[config.mk]
export PLATFORM = sky130hd
export DESIGN_NAME = mst_queue
export DESIGN_NICKNAME = d
export VERILOG_FILES = /design/src/rtl/core/mst_pkg.sv /design/src/rtl/core/mst_queue.sv
export SDC_FILE = /design/constraint.sdc
export NUM_CORES = 1
export LEC_CHECK = 0
export BUFFER_PORTS_ARGS = -buffer_cell sky130_fd_sc_hd__buf_4
export CORE_AREA = 10 10 261 263
export CTS_BUF_LIST = sky130_fd_sc_hd__clkbuf_16
export DETAILED_ROUTE_END_ITERATION = 16
export DIE_AREA = 0 0 271 273
export GPL_ROUTABILITY_DRIVEN = 0
export PLACE_DENSITY_LB_ADDON = 0.1
export SLEW_MARGIN = 20
export SYNTH_ARGS = -nofsm -noshare
export SYNTH_HDL_FRONTEND = slang
export SYNTH_SLANG_ARGS = --single-unit
[constraint.sdc]
create_clock -name clk -period 15 [get_ports clk]
set_input_delay 3 -clock clk [delete_from_list [all_inputs] [get_ports clk]]
set_output_delay 3 -clock clk [all_outputs]
set_load 0.05 [all_outputs]
[src/rtl/core/mst_pkg.sv]
// Shared types and constants for the station sighting table.
package mst_pkg;

	localparam int TABLE_DEPTH_DEF = 32;
	localparam int NAME_WORDS      = 4;
	localparam int QUEUE_DEPTH     = 2;

	typedef enum logic [1:0] {
		OP_OBSERVE = 2'd0,
		OP_READ    = 2'd1,
		OP_CLEAR   = 2'd2,
		OP_IGNORE  = 2'd3
	} op_e;

	typedef enum logic [2:0] {
		ST_HIT       = 3'd0,
		ST_INSERTED  = 3'd1,
		ST_DROPPED   = 3'd2,
		ST_READ_OK   = 3'd3,
		ST_READ_OOR  = 3'd4,
		ST_CLEARED   = 3'd5
	} status_e;

	typedef enum logic [1:0] {
		BK_IDLE,
		BK_SEARCH,
		BK_UPDATE,
		BK_READ
	} back_state_e;

	typedef struct packed {
		logic [1:0]  opcode;
		logic [47:0] station_addr;
		logic [63:0] name_word0;
		logic [63:0] name_word1;
		logic [63:0] name_word2;
		logic [63:0] name_word3;
		logic [31:0] now_ms;
		logic [7:0]  read_index;
	} request_t;

	typedef struct packed {
		logic [2:0]  status;
		logic [4:0]  entry_index;
		logic [5:0]  entries_used;
		logic [47:0] entry_addr;
		logic [31:0] entry_hits;
		logic [31:0] entry_last_ms;
		logic [63:0] entry_name0;
		logic [63:0] entry_name1;
		logic [63:0] entry_name2;
		logic [63:0] entry_name3;
	} result_t;

	// classified command between front and back; name words already cleaned
	typedef struct packed {
		op_e                          op;
		logic [47:0]                  addr;
		logic [NAME_WORDS-1:0][63:0]  name;
		logic                         has_name;
		logic [31:0]                  now_ms;
		logic [7:0]                   read_index;
	} cmd_t;

	typedef struct packed {
		logic [47:0]                  addr;
		logic [31:0]                  hits;
		logic [31:0]                  last_ms;
		logic [NAME_WORDS-1:0][63:0]  name;
	} entry_t;

	typedef struct packed {
		logic push;
		logic full;
	} queue_ctl_t;

endpackage

[src/rtl/core/mst_queue.sv]
// Short command queue between front and back.
module mst_queue
	import mst_pkg::*;
(
	input  logic        clk,
	input  logic        arst_n,
	input  queue_ctl_t  ctl_in,
	input  cmd_t        push_cmd,
	output logic        full,
	input  logic        pop,
	output logic        vld,
	output cmd_t        head
);

	localparam int PTR_W = (QUEUE_DEPTH > 1) ? $clog2(QUEUE_DEPTH) : 1;
	localparam int CNT_W = $clog2(QUEUE_DEPTH + 1);

	cmd_t             slot_q [QUEUE_DEPTH];
	logic [PTR_W-1:0] wr_ptr_q;
	logic [PTR_W-1:0] rd_ptr_q;
	logic [CNT_W-1:0] count_q;
	logic             do_push;
	logic             do_pop;

	assign full    = (count_q == CNT_W'(QUEUE_DEPTH));
	assign vld     = (count_q != '0);
	assign head    = slot_q[rd_ptr_q];
	assign do_push = ctl_in.push & ~ctl_in.full;
	assign do_pop  = pop & vld;

	always_ff @(posedge clk or negedge arst_n) begin
		if (!arst_n) begin
			wr_ptr_q <= '0;
			rd_ptr_q <= '0;
			count_q  <= '0;
		end else begin
			if (do_push)
				wr_ptr_q <= (wr_ptr_q == PTR_W'(QUEUE_DEPTH - 1)) ? '0 : wr_ptr_q + 1'b1;
			if (do_pop)
				rd_ptr_q <= (rd_ptr_q == PTR_W'(QUEUE_DEPTH - 1)) ? '0 : rd_ptr_q + 1'b1;
			if (do_push && !do_pop)
				count_q <= count_q + 1'b1;
			else if (do_pop && !do_push)
				count_q <= count_q - 1'b1;
		end
	end

	always_ff @(posedge clk) begin
		if (do_push) begin
			slot_q[wr_ptr_q] <= push_cmd;
		end
	end

endmodule

==> flow_metrics.env <==
export IMPL_cts_buffers=75
export IMPL_tightest_slew_ns=1.11
export IMPL_critPathMaxFanout=54
export IMPL_p_per_area_nw_per_um2=207
export IMPL_worstSetupPathType="flip-flop to primary output"
export IMPL_cts_setup_buffers=0
export IMPL_hp_class="flip-flop to flip-flop"
export IMPL_setup_tns_final_ns=0
export IMPL_route_detailed_drc=0
export IMPL_period_share=0.462
export IMPL_netlist_instances=1098
export IMPL_relSlewSlack=0.263
export IMPL_timing_fmax_ghz=0.144
export IMPL_first_pass_iters=5
export IMPL_ys_ff_latch=698
export IMPL_hold_ws_ns=0.483
export IMPL_clock_sinks=698
export IMPL_wl_per_cell_um=25.5
export IMPL_fin_cells=2765
export IMPL_die_x_um=271
export IMPL_cap_violations=0
export IMPL_drive_gt1_frac=0.612
export IMPL_track_usage=0.184
export IMPL_crit_path_end_kind="primary output"
export IMPL_crit_chain="buf_16, buf_4, buf_4, mux2_4, buf_4"
export IMPL_setup_viol=0
export IMPL_fin_skew_ns=0.0249
export IMPL_die_height_um=273
export IMPL_port_buffers=700
export IMPL_maxSlewViolCount=0
export IMPL_synth_fa_ha_area_frac=0.000471
export IMPL_syn_area_um2=26600
export IMPL_peakVddDrop_uv=128
export IMPL_cts_buffer_depth=3
export IMPL_antenna_found_initial=12
export IMPL_syn_area_per_cell_um2=24.2
export IMPL_place_inst=2619
export IMPL_p_leak_nw=13.8
export IMPL_synth_warnings=0
export IMPL_insertion_delay_ns=0.61
export IMPL_reg2reg_slack_ns=11.38
export IMPL_utilization=0.558
export IMPL_crit_required_ns=12.00
export IMPL_holdBufCountCts=0
export IMPL_place_ws_ns=8.22
export IMPL_synthMuxAreaShare=0.190
export IMPL_crit_slowest_cell="buf_4"
export IMPL_grt_overflow_total=0
export IMPL_fp_row_count=92
export IMPL_hpwl_um=50800
export IMPL_synth_xor_area_frac=0.00165
export IMPL_grt_max_degree=132
export IMPL_nNetsFinal=2204
export IMPL_critical_path_arrival_ns=3.93
export IMPL_clk_pin_slew_ns=0.06
export IMPL_layout_setup_ws_ns=8.07
export IMPL_fin_crit_ns=6.93
export IMPL_grt_pass1_wl_um=98500
export IMPL_synth_compound_area_frac=0
export IMPL_ctsResizeCount=0
export IMPL_drt_iter0_drc=806
export IMPL_start_util=0.423
export IMPL_cp_start_kind="flip-flop"
export IMPL_cp_common_cell="buf_4"
export IMPL_seq_area_frac_synth=0.788
export IMPL_cts_tree="built"
export IMPL_core_area_um2=62700
export IMPL_synth_top_family_by_area="multiplexers"
export IMPL_outcome="completed"
export IMPL_vias=13000
export IMPL_cpPeakStageDelay_ns=0.86
export IMPL_syn_num_nets=1451
export IMPL_postRouteAntennaNets=0
export IMPL_pin_count=701
export IMPL_routed_wl_um=70500
export IMPL_die_area_um2=74000
export IMPL_cts_root_buf="clkbuf_16"
export IMPL_rsz0062_at_grt="false"
export IMPL_area_growth_pct=31.8
export IMPL_grt_pass1_vias=14000
export IMPL_synthSimpleGateAreaFrac=0.00137
export IMPL_hold_viol_final=0
export IMPL_synth_cell_type_count=18
export IMPL_vias_per_cell=4.71
export IMPL_htree_num_levels=3
-- per-layer routing --
metal,share of wire,global-route usage
met1,0.34,0.187
met2,0.55,0.337
met3,0.080,0.0677
met4,0.028,0.0692
met5,0.00081,0
-- final timing paths --
check	endpoint	depth (start not counted)	startpoint
hold reg to reg	count_q[1]	1	count_q[1]
max in group asynchronous	rd_ptr_q	1	arst_n
hold / removal	count_q[1]	1	count_q[1]
setup / recovery	head[230]	5	rd_ptr_q
setup reg to reg	slot_q[1][206]	3	wr_ptr_q
min in group asynchronous	wr_ptr_q	1	arst_n
-- report_power, final --
group          total (mW)  switching, mW  internal (mW)
registers            2.45         0.0607           2.39
logic                3.00           1.93           1.07
clock network        1.79          0.742           1.05
total                7.25           2.73           4.51
-- synthesized netlist by cell type --
library cell	n	area [um^2]
and2_1	1	6.26
buf_12	2	40.0
buf_2	2	10.0
buf_6	24	270
buf_8	11	165
dfrtp_1	4	100
edfxtp_1	694	20800
ha_1	1	12.5
inv_1	1	3.75
mux2_2	46	518
mux2_4	301	4520
nand2_1	1	3.75
nand2b_1	1	6.26
nor2_1	2	7.51
nor2b_1	1	6.26
or2_2	1	6.26
xnor2_1	3	26.3
xor2_1	2	17.5
-- cells by family after synthesis --
kind of cell             count (synthesis)
flip-flops                             698
multiplexers                           347
buffers and inverters                   40
AND/OR/NAND/NOR                          7
XOR/XNOR                                 5
adder cells (fa/ha/maj)                  1
-- worst max-delay path: cells and delay by family, from the launching register on --
kind                   cells  cell delay, ns
DFF                        1            0.65
buffers and inverters      4            2.20
muxes                      1            0.36
-- registers in the layout, summed over array words and instances (netlist names) --
| signal | count |
|---|---|
| count_q | 2 |
| rd_ptr_q | 1 |
| slot_q | 694 |
| wr_ptr_q | 1 |
-- through the flow --
step           instance area [um^2]  total power [mW]
4_1_cts                       35000              7.35
6_report                      35000              7.25
2_1_floorplan                 26600              4.82
5_1_grt                       35000              7.50
3_5_place_dp                  32600              5.54
3_3_place_gp                  32500              5.52
-- placed cells by master (no fill, tap or decap), drive strengths merged --
master / n
mux2: 347
nor2: 2
nor2b: 1
or2: 1
bufinv: 6
dfrtp: 4
nand2b: 1
xnor2: 3
xor2: 2
inv: 16
edfxtp: 694
diode: 8
and2: 1
ha: 1
clkinvlp: 3
clkinv: 35
nand2: 1
clkbuf: 78
buf: 715
-- cell type report --
cell class,count,area [um^2]
sequential,698,20900
multi-input combinational,360,5140
antenna,8,20.0
clock buffer,78,1950
fill,4900,27700
inverter,1,3.75
clock inverter,59,460
tap,846,1060
timing repair buffer,715,5430
Power figures use the tool's default switching activity.
