===== src/rtl/core/mst_pkg.sv =====
// Shared types and constants for the station sighting table.
package mst_pkg;

	localparam int TABLE_DEPTH_DEF = 32;
	localparam int NAME_WORDS      = 4;
	localparam int QUEUE_DEPTH     = 2;

	typedef enum logic [1:0] {
		OP_OBSERVE = 2'd0,
		OP_READ    = 2'd1,
		OP_CLEAR   = 2'd2,
		OP_IGNORE  = 2'd3
	} op_e;

	typedef enum logic [2:0] {
		ST_HIT       = 3'd0,
		ST_INSERTED  = 3'd1,
		ST_DROPPED   = 3'd2,
		ST_READ_OK   = 3'd3,
		ST_READ_OOR  = 3'd4,
		ST_CLEARED   = 3'd5
	} status_e;

	typedef enum logic [1:0] {
		BK_IDLE,
		BK_SEARCH,
		BK_UPDATE,
		BK_READ
	} back_state_e;

	typedef struct packed {
		logic [1:0]  opcode;
		logic [47:0] station_addr;
		logic [63:0] name_word0;
		logic [63:0] name_word1;
		logic [63:0] name_word2;
		logic [63:0] name_word3;
		logic [31:0] now_ms;
		logic [7:0]  read_index;
	} request_t;

	typedef struct packed {
		logic [2:0]  status;
		logic [4:0]  entry_index;
		logic [5:0]  entries_used;
		logic [47:0] entry_addr;
		logic [31:0] entry_hits;
		logic [31:0] entry_last_ms;
		logic [63:0] entry_name0;
		logic [63:0] entry_name1;
		logic [63:0] entry_name2;
		logic [63:0] entry_name3;
	} result_t;

	// classified command between front and back; name words already cleaned
	typedef struct packed {
		op_e                          op;
		logic [47:0]                  addr;
		logic [NAME_WORDS-1:0][63:0]  name;
		logic                         has_name;
		logic [31:0]                  now_ms;
		logic [7:0]                   read_index;
	} cmd_t;

	typedef struct packed {
		logic [47:0]                  addr;
		logic [31:0]                  hits;
		logic [31:0]                  last_ms;
		logic [NAME_WORDS-1:0][63:0]  name;
	} entry_t;

	typedef struct packed {
		logic push;
		logic full;
	} queue_ctl_t;

endpackage


===== src/rtl/core/mst_front.sv =====
// Front end: takes requests, drops ignored opcodes, cleans the name and queues the command.
module mst_front
	import mst_pkg::*;
(
	input  logic       clk,
	input  logic       arst_n,
	input  logic       start,
	output logic       busy,
	input  request_t   request,
	input  logic       q_full,
	output logic       q_push,
	output cmd_t       q_cmd
);

	logic   cmd_vld_s1;
	cmd_t   cmd_s1;
	logic   accept;
	logic   load;
	cmd_t   cmd_new;

	// zero every byte from the first zero byte onwards; byte 0 sits in the top word
	function automatic logic [NAME_WORDS-1:0][63:0] clean_name(
		input logic [NAME_WORDS-1:0][63:0] raw
	);
		logic [NAME_WORDS-1:0][63:0] res;
		logic                        ended;
		ended = 1'b0;
		res   = '0;
		for (int w = NAME_WORDS - 1; w >= 0; w--) begin
			for (int b = 0; b < 8; b++) begin
				if (raw[w][63-8*b -: 8] == 8'd0)
					ended = 1'b1;
				if (!ended)
					res[w][63-8*b -: 8] = raw[w][63-8*b -: 8];
			end
		end
		return res;
	endfunction

	assign busy   = cmd_vld_s1 & q_full;
	assign accept = start & ~busy;
	assign load   = accept & (op_e'(request.opcode) != OP_IGNORE);
	assign q_push = cmd_vld_s1 & ~q_full;
	assign q_cmd  = cmd_s1;

	always_comb begin
		cmd_new.op         = op_e'(request.opcode);
		cmd_new.addr       = request.station_addr;
		cmd_new.name       = clean_name({request.name_word0, request.name_word1,
			request.name_word2, request.name_word3});
		cmd_new.has_name   = (request.name_word0[63:56] != 8'd0);
		cmd_new.now_ms     = request.now_ms;
		cmd_new.read_index = request.read_index;
	end

	always_ff @(posedge clk or negedge arst_n) begin
		if (!arst_n) begin
			cmd_vld_s1 <= 1'b0;
		end else if (load) begin
			cmd_vld_s1 <= 1'b1;
		end else if (q_push) begin
			cmd_vld_s1 <= 1'b0;
		end
	end

	always_ff @(posedge clk) begin
		if (load) begin
			cmd_s1 <= cmd_new;
		end
	end

endmodule


===== config.mk =====
export PLATFORM = sky130hd
export DESIGN_NAME = mst_front
export DESIGN_NICKNAME = d
export VERILOG_FILES = /design/src/rtl/core/mst_pkg.sv /design/src/rtl/core/mst_front.sv
export SDC_FILE = /design/constraint.sdc
export NUM_CORES = 1
export LEC_CHECK = 0
export ABC_AREA = 1
export BUFFER_PORTS_ARGS = -buffer_cell sky130_fd_sc_hd__buf_2
export CORE_AREA = 2 2 270 272
export DETAILED_ROUTE_END_ITERATION = 10
export DIE_AREA = 0 0 272 274
export PLACE_DENSITY_LB_ADDON = 0.25
export SYNTH_ARGS = -nofsm -noshare
export SYNTH_HDL_FRONTEND = slang
export SYNTH_SLANG_ARGS = --single-unit

===== constraint.sdc =====
create_clock -name clk -period 19.3 [get_ports clk]
set_input_delay 3.86 -clock clk [delete_from_list [all_inputs] [get_ports clk]]
set_output_delay 3.86 -clock clk [all_outputs]
set_load 0.1 [all_outputs]

==> summary.md <==
| Metric | Value |
|---|---|
| Tightest Pin Transition | `1.04 ns` |
| # Post-CTS Setup Buffers | `0` |
| Register share of total power | `40.6%` |
| ANT nets after route | `0` |
| Gr usage total | `11.0%` |
| Ports | `699` |
| Vias in the first global route | `10.4k` |
| Sw Share | `33.0%` |
| Root Buffer | `clkbuf_16` |
| Initial antenna violation count | `3` |
| Vias per Instance | `3.62` |
| Post-synth top area share | `78.5%` |
| Tightest Hold Check Type | `flop to flop` |
| Sw Pwr | `0.000734 W` |
| Gr busiest metal | `met2` |
| Status | `complete, no violations` |
| Global Route met3 Usage | `4.24%` |
| DRC Markers | `0` |
| Met1 Use GR | `11.6%` |
| Mapped Avg Cell Area | `13.1 um^2` |
| Vias | `9916` |
| Initial DRC count | `417` |
| Die area | `0.0745 mm^2` |
| Highest clock rate | `119 MHz` |
| Max-cap violations | `0` |
| CP max stage delay | `0.44 ns` |
| Slew headroom | `30.2%` |
| Num CTS Buffers | `42` |
| Area Growth Syn to Fin | `46.5%` |
| Worst-path clk slew | `0.06 ns` |
| Cell taking the most area after synthesis | `edfxtp_1` |
| I/O Buffers | `698` |
| Total internal power | `0.00149 W` |
| Total clock sinks | `348` |
| Post-Syn Instances | `1010` |
| Hold_buf cts | `0` |
| Setup-failing EPs final | `0` |
| Die Wd | `272 um` |
| Final Hold Violating Endpoints | `0` |
| Clk_lat worst skew | `0.55 ns` |
| RSZ-0062 raised after global routing | `false` |
| FP Rows | `99` |
| Final period utilization | `43.6%` |
| Die Y | `274 um` |
| Crit path required time | `15.44 ns` |
| Crit start category | `input port` |
| Layout cells sized above 1 | `43.9%` |
| Leak Pwr | `8.93 nW` |
| Most frequent cells in the layout | `buf_2 (698), edfxtp_1 (347), nor2_1 (277)` |
| Synth top area cells | `edfxtp_1 (79%), nor2_1 (7.9%), inv_1 (7.3%), nor4_1 (1.7%), nand4_4 (1.1%)` |
| Ys Warns | `0` |
| Sequential area share after synthesis | `78.7%` |
| Total routed wirelength | `43700 um` |
| Final Max Tran Viols | `0` |
| Setup Skew | `0.0123 ns` |
| CP dominant cell by count | `buf_2` |
| CTS tree | `yes` |
| H-tree Lvls | `2` |
| Fin crit period | `8.42 ns` |
| Avg WL per Cell | `15.9 um` |
| Post-CTS sizing | `0` |
| Kind of critical path | `input port to output port` |
| Mapped Area | `0.0133 mm^2` |
| Seq cells post-synth | `348` |
| Post-DP HPWL | `34900 um` |
| Final Wtd Congestion | `0.898` |
| Core area | `0.0720 mm^2` |
| Tot Pwr | `0.00222 W` |
| Met2 Resource Use GR | `19.9%` |
| Power Density | `114 mW/mm^2` |
| Largest net degree at the start of global routing | `74` |
| Grt ovf | `0` |
| Fillers | `7704` |
| First-pass GRT wire length | `62300 um` |
| Setup crit end kind | `output port` |
| Final #Nets | `2099` |
| Setup TNS Final | `0 ns` |
| Clock power share | `38.1%` |
| Syn nets | `1360` |
| Initial Util | `18.4%` |
| CP arrival | `4.56 ns` |
| Max rail drop VDD | `0.0554 mV` |
| CP max-delay cell | `buf_2` |
| Count of unique library cells instantiated by Yosys | `14` |
| Worst R2R Setup Slack | `15.21 ns` |
| CP Cell Sequence | `buf_2, nand2_1, inv_1, buf_2` |
| Logic pwr share | `21.3%` |
| Clock buffer depth | `3` |
| Router iterations before antenna repair | `4` |
| Commonest non-fill, non-tap cell in the layout | `buf_2` |
| Critical Path Fanout Max | `2` |
-- sequential cells by signal, indices dropped and copies added, names as in the netlist --
register	flops
cmd_vld_s1	1
q_cmd	347
-- synth_stat cells --
cell type / number
clkbuf_1: 8
nand3_1: 11
nor2_4: 8
edfxtp_1: 347
inv_1: 258
nor4_1: 37
nand4_1: 16
nand4_4: 7
nand2_1: 33
dfrtp_1: 1
inv_2: 1
nor2_1: 278
nand3_2: 1
nor3_1: 4
-- per-layer routing --
layer | wire length [um] | vias to the layer above | share of wire (%)
met5 | 11 | - | 0.025
met4 | 1290 | 2 | 2.9
met3 | 4220 | 63 | 9.7
met2 | 22400 | 431 | 51
met1 | 15800 | 4633 | 36
li1 | - | 4787 | -
-- power groups by stage --
stage / clock network [W] / registers (W) / logic (W)
after global placement: 0 / 0.000918 / 0.000477
after global routing: 0.000903 / 0.000906 / 0.000494
after detailed placement: 0 / 0.000918 / 0.000478
after CTS: 0.000876 / 0.000903 / 0.000479
after floorplan: 0 / 0.00124 / 0.0000542
final: 0.000847 / 0.000902 / 0.000474
-- metrics by stage --
| step | cell area, um^2 | hold slack [ns] | instances | setup WS (ns) | utilization [%] |
|---|---|---|---|---|---|
| 6_report | 19400 | 0.501 | 2742 | 10.88 | 27.0 |
| 5_1_grt | 19400 | 0.555 | 2741 | 10.85 | 27.0 |
| 4_1_cts | 19400 | 0.506 | 2741 | 10.88 | 27.0 |
| 3_5_place_dp | 18000 | 0.493 | 2664 | 10.88 | 25.0 |
| 3_3_place_gp | 18000 | 0.509 | 2664 | 10.86 | 25.0 |
| 2_1_floorplan | 13300 | 0.463 | 1010 | 5.28 | - |
-- layout make-up --
class	count	area [um^2]	share of cell area (%)
clock inverter	25	352	1.81
clock buffer	52	1110	5.71
timing repair buffer	703	3530	18.2
multi-input combinational	395	1830	9.42
tap	959	1200	6.17
sequential	348	10400	53.7
inverter	259	972	5.00
antenna	1	2.50	0.0129
-- path summary, 6_finish.rpt --
check | start | to | cells past startpoint
hold / removal | cmd_vld_s1$_DFFE_PN0P_ | cmd_vld_s1$_DFFE_PN0P_ | 2
setup / recovery | q_full | busy | 4
setup reg to reg | cmd_vld_s1$_DFFE_PN0P_ | q_cmd[147]$_SDFFCE_PP0P_ | 6
max in group asynchronous | arst_n | cmd_vld_s1$_DFFE_PN0P_ | 1
min in group asynchronous | arst_n | cmd_vld_s1$_DFFE_PN0P_ | 1
hold reg to reg | cmd_vld_s1$_DFFE_PN0P_ | cmd_vld_s1$_DFFE_PN0P_ | 2
-- cells by family (layout without fill, tap and decap cells) --
group / count (synthesis) / in the layout / share of synthesized area [%]
AND/OR/NAND/NOR: 395 / 395 / 13.7
flip-flops: 348 / 348 / 78.7
buffers and inverters: 267 / 1039 / 7.55
other: 0 / 1 / 0
-- critical path, delay by kind of cell --
kind / cells / cell delay [ns]
buf+inv: 3 / 0.64
simple gates: 1 / 0.06
(Power assumes the default switching activity.)
